===== src/design/twdq_pkg.sv =====
package twdq_pkg;

  localparam int QUEUE_DEPTH = 16;
  localparam int ID_BITS     = 16;
  localparam int TIME_BITS   = 16;
  localparam int IDX_BITS    = $clog2(QUEUE_DEPTH);
  localparam int CNT_BITS    = $clog2(QUEUE_DEPTH + 1);

  typedef logic [1:0] op_t;
  localparam op_t OP_INSERT = 2'd0;
  localparam op_t OP_REMOVE = 2'd1;
  localparam op_t OP_TICK   = 2'd2;
  localparam op_t OP_UNUSED = 2'd3;

  typedef logic [2:0] ev_t;
  localparam ev_t EV_INSERTED = 3'd0;
  localparam ev_t EV_REMOVED  = 3'd1;
  localparam ev_t EV_RELEASED = 3'd2;
  localparam ev_t EV_NONE_DUE = 3'd3;
  localparam ev_t EV_FULL     = 3'd4;
  localparam ev_t EV_NOTFOUND = 3'd5;

  typedef enum logic [3:0] {
    ST_IDLE,
    ST_INS_SCAN,
    ST_INS_SHIFT,
    ST_REM_SCAN,
    ST_REM_SHIFT,
    ST_TICK_HEAD,
    ST_TICK_CHECK,
    ST_TICK_SHIFT
  } state_t;

  // controller -> datapath
  typedef struct packed {
    logic load;       // capture input item, reset scan index
    logic ins_step;   // insert scan: subtract delta, advance
    logic rem_step;   // remove scan: advance
    logic set_top;    // shift index := count (insert shift start)
    logic ins_move;   // copy entry [idx-1] to [idx], decrement idx
    logic ins_place;  // write new entry at pos, fix successor, count++
    logic rem_fix;    // add removed delta to successor, saturating; shift index stays at match
    logic del_move;   // copy entry [idx+1] to [idx], increment idx
    logic del_done;   // count--
    logic tick_dec;   // decrement front delta if nonzero
    logic set_zero;   // shift index := 0
    logic emit;       // output a result
    ev_t  ev;
    logic from_head;  // result id is front entry, else captured id
    logic zero_id;
    logic last;
  } cmd_t;

  // datapath -> controller
  typedef struct packed {
    op_t  op;
    logic full;
    logic empty;
    logic scan_end;   // scan index reached count
    logic ins_stop;   // remainder below current delta
    logic id_match;
    logic move_end;   // shift index reached its end
    logic head_zero;  // front delta zero
    logic next_zero;  // second entry exists with zero delta
    logic more_due;   // end of release shift: another zero-delta entry in front
  } stat_t;

endpackage


===== src/design/twdq_ctrl.sv =====
module twdq_ctrl (
  input  logic           clk,
  input  logic           rst,
  input  logic           start,
  output logic           busy,
  input  twdq_pkg::stat_t st,
  output twdq_pkg::cmd_t  cmd
);
  import twdq_pkg::*;

  state_t state, state_next;

  always_ff @(posedge clk) begin
    if (rst) state <= ST_IDLE;
    else     state <= state_next;
  end

  always_comb begin
    state_next = state;
    cmd = '0;
    busy = (state != ST_IDLE);
    case (state)
      ST_IDLE: begin
        if (start) begin
          cmd.load = 1'b1;
          case (st.op)
            OP_INSERT: state_next = ST_INS_SCAN;
            OP_REMOVE: state_next = ST_REM_SCAN;
            OP_TICK:   state_next = ST_TICK_HEAD;
            default:   state_next = ST_IDLE;
          endcase
        end
      end
      ST_INS_SCAN: begin
        if (st.full) begin
          cmd.emit = 1'b1; cmd.ev = EV_FULL; cmd.last = 1'b1;
          state_next = ST_IDLE;
        end else if (st.scan_end || st.ins_stop) begin
          cmd.set_top = 1'b1;
          state_next = ST_INS_SHIFT;
        end else begin
          cmd.ins_step = 1'b1;
        end
      end
      ST_INS_SHIFT: begin
        if (st.move_end) begin
          cmd.ins_place = 1'b1;
          cmd.emit = 1'b1; cmd.ev = EV_INSERTED; cmd.last = 1'b1;
          state_next = ST_IDLE;
        end else begin
          cmd.ins_move = 1'b1;
        end
      end
      ST_REM_SCAN: begin
        if (st.scan_end) begin
          cmd.emit = 1'b1; cmd.ev = EV_NOTFOUND; cmd.last = 1'b1;
          state_next = ST_IDLE;
        end else if (st.id_match) begin
          cmd.rem_fix = 1'b1;
          state_next = ST_REM_SHIFT;
        end else begin
          cmd.rem_step = 1'b1;
        end
      end
      ST_REM_SHIFT: begin
        if (st.move_end) begin
          cmd.del_done = 1'b1;
          cmd.emit = 1'b1; cmd.ev = EV_REMOVED; cmd.last = 1'b1;
          state_next = ST_IDLE;
        end else begin
          cmd.del_move = 1'b1;
        end
      end
      ST_TICK_HEAD: begin
        if (st.empty) begin
          cmd.emit = 1'b1; cmd.ev = EV_NONE_DUE; cmd.zero_id = 1'b1; cmd.last = 1'b1;
          state_next = ST_IDLE;
        end else begin
          cmd.tick_dec = 1'b1;
          state_next = ST_TICK_CHECK;
        end
      end
      ST_TICK_CHECK: begin
        if (st.empty || !st.head_zero) begin
          cmd.emit = 1'b1; cmd.ev = EV_NONE_DUE; cmd.zero_id = 1'b1; cmd.last = 1'b1;
          state_next = ST_IDLE;
        end else begin
          cmd.emit = 1'b1; cmd.ev = EV_RELEASED; cmd.from_head = 1'b1;
          cmd.last = !st.next_zero;
          cmd.set_zero = 1'b1;
          state_next = ST_TICK_SHIFT;
        end
      end
      ST_TICK_SHIFT: begin
        if (st.move_end) begin
          cmd.del_done = 1'b1;
          state_next = ST_TICK_CHECK;
          if (!st.more_due) state_next = ST_IDLE;
        end else begin
          cmd.del_move = 1'b1;
        end
      end
      default: state_next = ST_IDLE;
    endcase
  end

endmodule


===== src/design/twdq_dp.sv =====
module twdq_dp (
  input  logic                          clk,
  input  logic                          rst,
  input  logic [1:0]                    operation,
  input  logic [twdq_pkg::ID_BITS-1:0]   task_id,
  input  logic [twdq_pkg::TIME_BITS-1:0] wait_ticks,
  input  twdq_pkg::cmd_t                 cmd,
  output twdq_pkg::stat_t                st,
  output logic                          done,
  output logic [2:0]                    event_res,
  output logic [twdq_pkg::ID_BITS-1:0]   released_id,
  output logic                          last,
  output logic [twdq_pkg::CNT_BITS-1:0]  occupancy
);
  import twdq_pkg::*;

  logic [ID_BITS-1:0]   entry_task  [QUEUE_DEPTH];
  logic [TIME_BITS-1:0] entry_delta [QUEUE_DEPTH];
  logic [CNT_BITS-1:0]  count;
  logic [CNT_BITS-1:0]  idx;      // scan / shift index, may reach QUEUE_DEPTH
  logic [CNT_BITS-1:0]  pos;
  logic [ID_BITS-1:0]   id_r;
  logic [TIME_BITS-1:0] rem;
  op_t                  op_r;

  logic [IDX_BITS-1:0]  ia, ib, ic;
  logic [TIME_BITS:0]   sum;
  logic [CNT_BITS-1:0]  cnt_dec;

  assign ia = idx[IDX_BITS-1:0];
  assign ib = IDX_BITS'(idx - CNT_BITS'(1));
  assign ic = IDX_BITS'(idx + CNT_BITS'(1));
  assign cnt_dec = count - CNT_BITS'(1);
  // successor delta plus the delta of the entry being removed
  assign sum = {1'b0, entry_delta[ic]} + {1'b0, entry_delta[ia]};

  always_comb begin
    st.op        = op_t'(operation);
    st.full      = (count == CNT_BITS'(QUEUE_DEPTH));
    st.empty     = (count == '0);
    st.scan_end  = (idx >= count);
    st.ins_stop  = (rem < entry_delta[ia]);
    st.id_match  = (entry_task[ia] == id_r);
    st.head_zero = (entry_delta[0] == '0);
    st.next_zero = (count > CNT_BITS'(1)) && (entry_delta[1] == '0);
    st.more_due  = (count > CNT_BITS'(1)) && (entry_delta[0] == '0);
    case (op_r)
      OP_INSERT: st.move_end = (idx <= pos);
      default:   st.move_end = (idx + CNT_BITS'(1) >= count);
    endcase
  end

  always_ff @(posedge clk) begin
    if (rst) begin
      count <= '0;
      done  <= 1'b0;
    end else begin
      done <= cmd.emit;
      if (cmd.ins_place) count <= count + CNT_BITS'(1);
      if (cmd.del_done)  count <= cnt_dec;
    end
  end

  always_ff @(posedge clk) begin
    if (cmd.load) begin
      op_r <= op_t'(operation);
      id_r <= task_id;
      rem  <= wait_ticks;
      idx  <= '0;
    end
    if (cmd.ins_step) begin
      rem <= rem - entry_delta[ia];
      idx <= idx + CNT_BITS'(1);
    end
    if (cmd.rem_step) idx <= idx + CNT_BITS'(1);
    if (cmd.set_top) begin
      pos <= idx;
      idx <= count;
    end
    if (cmd.ins_move) begin
      entry_task[ia]  <= entry_task[ib];
      entry_delta[ia] <= entry_delta[ib];
      idx <= idx - CNT_BITS'(1);
    end
    if (cmd.ins_place) begin
      entry_task[pos[IDX_BITS-1:0]]  <= id_r;
      entry_delta[pos[IDX_BITS-1:0]] <= rem;
      if (pos < count)
        entry_delta[IDX_BITS'(pos + CNT_BITS'(1))] <=
          entry_delta[IDX_BITS'(pos + CNT_BITS'(1))] - rem;
    end
    if (cmd.rem_fix) begin
      // successor absorbs the removed delta, saturating
      if (idx + CNT_BITS'(1) < count)
        entry_delta[ic] <= sum[TIME_BITS] ? {TIME_BITS{1'b1}} : sum[TIME_BITS-1:0];
    end
    if (cmd.del_move) begin
      entry_task[ia]  <= entry_task[ic];
      entry_delta[ia] <= entry_delta[ic];
      idx <= idx + CNT_BITS'(1);
    end
    if (cmd.set_zero) idx <= '0;
    if (cmd.tick_dec && entry_delta[0] != '0)
      entry_delta[0] <= entry_delta[0] - TIME_BITS'(1);
  end

  // result register; occupancy shows the count after this result
  always_ff @(posedge clk) begin
    if (cmd.emit) begin
      event_res   <= cmd.ev;
      released_id <= cmd.zero_id ? '0 : (cmd.from_head ? entry_task[0] : id_r);
      last        <= cmd.last;
      case (cmd.ev)
        EV_INSERTED: occupancy <= count + CNT_BITS'(1);
        EV_REMOVED,
        EV_RELEASED: occupancy <= cnt_dec;
        default:     occupancy <= count;
      endcase
    end
  end

endmodule


===== src/design/timed_wait_delta_queue.sv =====
// Delta-list timer queue of up to QUEUE_DEPTH waiting task ids. Pulse
// start with operation, task_id and wait_ticks while busy is low; results
// come back one per strobe on done, each valid for a single cycle and not
// stallable, so the receiver must take every strobe. All entries move one
// per cycle through the shared shift index of the datapath; each result
// strobe is registered and rises in the cycle after the command producing it.
// Insert scans to its slot and then shifts the tail up, or reports full when
// the list is full. Remove scans to the match and then shifts the tail down,
// or reports not found when the scan ends without a match. A tick on an
// empty list reports nothing due; otherwise it decrements a nonzero front
// delta and reports nothing due if the front is still not zero, else gives,
// per released entry, a result and a shift pass.
// No clearing pass: entries above the count are never read.
module timed_wait_delta_queue (
  input  logic        clk,
  input  logic        rst,
  input  logic        start,
  output logic        busy,
  input  logic [1:0]  operation,
  input  logic [15:0] task_id,
  input  logic [15:0] wait_ticks,
  output logic        done,
  output logic [2:0]  event_res,
  output logic [15:0] released_id,
  output logic        last,
  output logic [4:0]  occupancy
);
  import twdq_pkg::*;

  cmd_t  cmd;
  stat_t st;
  logic  busy_c;

  twdq_ctrl u_ctrl (
    .clk(clk), .rst(rst), .start(start), .busy(busy_c), .st(st), .cmd(cmd)
  );

  twdq_dp u_dp (
    .clk(clk), .rst(rst), .operation(operation), .task_id(task_id),
    .wait_ticks(wait_ticks), .cmd(cmd), .st(st), .done(done),
    .event_res(event_res), .released_id(released_id), .last(last),
    .occupancy(occupancy)
  );

  assign busy = busy_c;

endmodule


===== config.mk =====
export PLATFORM = sky130hd
export DESIGN_NAME = timed_wait_delta_queue
export DESIGN_NICKNAME = d
export VERILOG_FILES = /design/src/design/twdq_pkg.sv /design/src/design/twdq_ctrl.sv /design/src/design/twdq_dp.sv /design/src/design/timed_wait_delta_queue.sv
export SDC_FILE = /design/constraint.sdc
export NUM_CORES = 2
export LEC_CHECK = 0
export BUFFER_PORTS_ARGS = -buffer_cell sky130_fd_sc_hd__buf_2
export CAP_MARGIN = 20
export CORE_MARGIN = 2
export CORE_UTILIZATION = 45
export DETAILED_ROUTE_END_ITERATION = 12
export SLEW_MARGIN = 20
export SYNTH_ARGS = -nofsm -noshare
export SYNTH_HDL_FRONTEND = slang
export SYNTH_SLANG_ARGS = --single-unit

===== constraint.sdc =====
create_clock -name clk -period 21.6 [get_ports clk]
set_input_delay 2.16 -clock clk [delete_from_list [all_inputs] [get_ports clk]]
set_output_delay 2.16 -clock clk [all_outputs]
set_load 0.05 [all_outputs]

==> results.toml <==
[timing]
final.period_utilization = 0.401
maxSlewHeadroom = 0.171
max_freq_mhz = 115
setup_tns_ns = 0
setup_violations = 0
fin_ws_ns = 12.94
final_max_slew_viol_count = 0
skew_ns = 0.0336
timing_worst_slew_pin_value_ns = 1.24
final.min_clock_period_ns = 8.66
rsz0062_at_grt = "no"
timing_hold_violations_final = 0

[critical_path]
kind_of_start_point_of_the_critical_path = "flop"
r2r-end = "u_dp.entry_delta[13][8]"
regToRegSetupSlack_ns = 12.94
timing.critical_path.slowest_cell_delay_ns = 0.89
worst_path_max_delay_cell = "ha_4"
timing.rr.start = "u_dp.idx[0]"
critical_path_arrival_ns = 8.99
worstPathRequired_ns = 21.92
setup.worst_path.class = "reg -> reg"
worst_r2r_path_depth = 17
timing.critical_path.mode_cell = "buf_4"
crit_buf_inv = 5
crit_path_max_fanout = 121
crit_path_cell_trace = "inv_1 -> ha_4 -> buf_4 -> buf_12 -> mux4_2 -> mux4_2 -> ha_1 -> a21o_1 -> o21bai_1 -> a221o_1 -> a31o_2 -> a21oi_1 -> buf_4 -> o21ai_0 -> a221oi_2 -> buf_4 -> mux2i_1"
cp.depth = 17
crit_family = "compound AO/OA/AOI/OAI gates"
timing.critical_path.to_type = "flop"

[place]
placement.setup.worst_slack_ns = 12.69
place_hpwl_mm = 87.8
numPortBuffers = 63
final_weighted_congestion_in_routability_driven_placement = 0.950

[status]
status = "finished clean"

[min_path]
hold_path.class = "reg -> reg"
hold-path-endpoint = "u_dp.count[1]"
worst_hold_path.num_cells = 2
min_from = "u_dp.count[1]"

[detailed_routing]
post-route-drc-count = 0
vias_per_cell = 7.17
wire_per_inst_um = 33.6
vias_after_detailed_routing = 29500
routed_wirelength_mm = 138
drt_first_pass_iters = 8
drt_iter0_drc = 4224
ant_nets = 0

[clock_network]
cts_hold_buffers = 0
cts.clk_slew.worst_paths_ns = 0.06
ctsLongestPathBuffers = 3
cts_setup_buffers = 0
clockRootBuffer = "clkbuf_16"
cts-htree-levels = 3
total_clock_buffers_created_by_cts = 70
cts_resized = 0
cts_tree = "done"
worst_skew_pair.late_latency_ns = 0.64
cts_sinks = 594

[logic_synthesis]
synth_edf_count = 576
ys.warnings.count = 0
synthesis.nets = 3012
synth.cell_area_um2 = 40500
ys_async_rst_share = 0
synth_seq_area_share = 0.436
ys.flop_type = "edfxtp_1"
netlist_instances = 2895
ys_ff_latch = 594
yosys.cell_types.count = 76
syn-mean-instance-area_um2 = 14.0

[floorplanning]
core_um2 = 89600
io_pins = 64
floorplan.initialDensity = 0.452
placement_rows = 110
die_height_um = 304
die_width_um = 304
die_area_um2 = 92400

[cells_and_area]
post_route_cells_drive_above_1_share = 0.322
layout.nets = 2997
area.growth.synth_to_final_pct = 10.9

[grt]
pin_count_of_the_biggest_net_entering_global_routing = 122
globalRouteTotalUtil = 0.296
global_route.overflow_total = 0
grt_pass1_wl_mm = 200
antenna_found_initial = 1
number_of_global_route_vias_before_repair = 28900

[run]
max-cap-violations = 0
metrics by stage:
step	hold slack [ns]	utilization	cell area, um^2	cells
after floorplan	0.461	-	40500	2895
after global placement	0.562	0.472	42300	3969
after detailed placement	0.572	0.473	42400	3972
after CTS	0.574	0.499	44700	4100
after global routing	0.607	0.501	44900	4112
final	0.579	0.501	44900	4113
state kept, by name, summed over array words and instances, names as in the netlist, 2 cells and up, named ones only:
register,flops
u_dp.pos,5
u_ctrl.state,3
u_dp.released_id,16
u_dp.count,5
u_dp.entry_delta,256
u_dp.event_res,3
u_dp.op_r,2
u_dp.id_r,16
u_dp.occupancy,5
u_dp.entry_task,256
u_dp.idx,5
u_dp.rem,16
cell usage in the layout, fill, tap and decap left out, types with 11 or more instances in the layout:
master | netlist | layout
nor2b_1 | 16 | 16
clkinv_2 | 0 | 12
a211oi_1 | 12 | 11
buf_2 | 37 | 64
nand2_1 | 188 | 176
buf_4 | 17 | 96
inv_1 | 78 | 78
o21ai_0 | 81 | 75
a31oi_1 | 23 | 23
a21oi_1 | 173 | 170
o31ai_2 | 11 | 11
a21o_1 | 17 | 17
o31a_1 | 35 | 35
nor4_1 | 13 | 11
nor2_1 | 255 | 236
nand2_2 | 0 | 12
clkinv_1 | 0 | 12
o22ai_1 | 23 | 23
mux4_2 | 538 | 538
xnor2_1 | 56 | 48
and2_1 | 22 | 22
nor3_1 | 32 | 32
clkbuf_16 | 0 | 71
clkbuf_1 | 145 | 12
mux2_2 | 11 | 11
ha_1 | 77 | 75
edfxtp_1 | 576 | 576
o31ai_1 | 15 | 11
nand2b_1 | 14 | 14
dfxtp_1 | 18 | 13
nand3_1 | 25 | 25
nor2_2 | 0 | 13
xor2_1 | 24 | 19
mux2i_1 | 137 | 135
synthesized netlist by cell type (all sizes together) (24+ instances only):
cell | n | area (um^2)
a21oi | 173 | 866
xor2 | 24 | 210
clkbuf | 146 | 549
ha | 77 | 963
o21ai | 88 | 440
mux2i | 137 | 1370
inv | 79 | 297
o31ai | 26 | 250
nor3 | 34 | 193
o31a | 35 | 307
xnor2 | 56 | 490
nand2 | 188 | 706
nor2 | 255 | 957
nand3 | 25 | 125
mux4 | 538 | 12100
buf | 109 | 549
edfxtp | 576 | 17300
worst max-delay path by stage:
stage	startpoint	to	slack, ns
after floorplan	u_dp.idx[0]	u_dp.entry_delta[3][3]	13.95
after global placement	u_dp.idx[0]	u_dp.entry_delta[15][8]	13.03
after detailed placement	u_dp.idx[0]	u_dp.entry_delta[9][8]	12.69
after CTS	u_dp.idx[0]	u_dp.entry_delta[9][8]	12.67
after global routing	u_dp.idx[0]	u_dp.entry_delta[13][8]	12.47
final	u_dp.idx[0]	u_dp.entry_delta[13][8]	12.94
area by class of cell:
cell class	count	area, um^2
Clock inverter	44	489
Antenna cell	1	2.50
Timing Repair Buffer	168	1200
Tap cell	1176	1470
Multi-Input combinational cell	1967	21900
Clock buffer	84	1840
Fill cell	7428	44700
Sequential cell	594	17700
Inverter	79	297
worst reg2reg max path: stages (launching register included):
cell and delay, ns:
dfxtp_4 0.83, inv_1 0.35, ha_4 0.89, buf_4 0.77, buf_12 0.68, mux4_2 0.74
mux4_2 0.53, ha_1 0.39, a21o_1 0.22, o21bai_1 0.17, a221o_1 0.40, a31o_2 0.31
a21oi_1 0.71, buf_4 0.30, o21ai_0 0.13, a221oi_2 0.57, buf_4 0.29, mux2i_1 0.09
per-layer routing:
metal  track usage  share of wire  vias to the layer above
li1              -              -                    11800
met1         0.393           0.37                    15000
met2         0.453           0.46                     2232
met3        0.0880           0.13                      452
met4         0.135          0.049                        0
met5             0              0                        -
cell families after synthesis:
logic type	after synthesis	share of synthesized area
multiplexers	686	0.336
flip-flops	594	0.436
AND/OR/NAND/NOR	617	0.0682
buffers and inverters	334	0.0344
AO/OA/AOI/OAI	504	0.0828
adder cells (fa/ha/maj)	80	0.0253
XOR/XNOR	80	0.0173
Power is not shown: default switching activity piles up to over one toggle a cycle in this logic, so the estimate is an artifact.
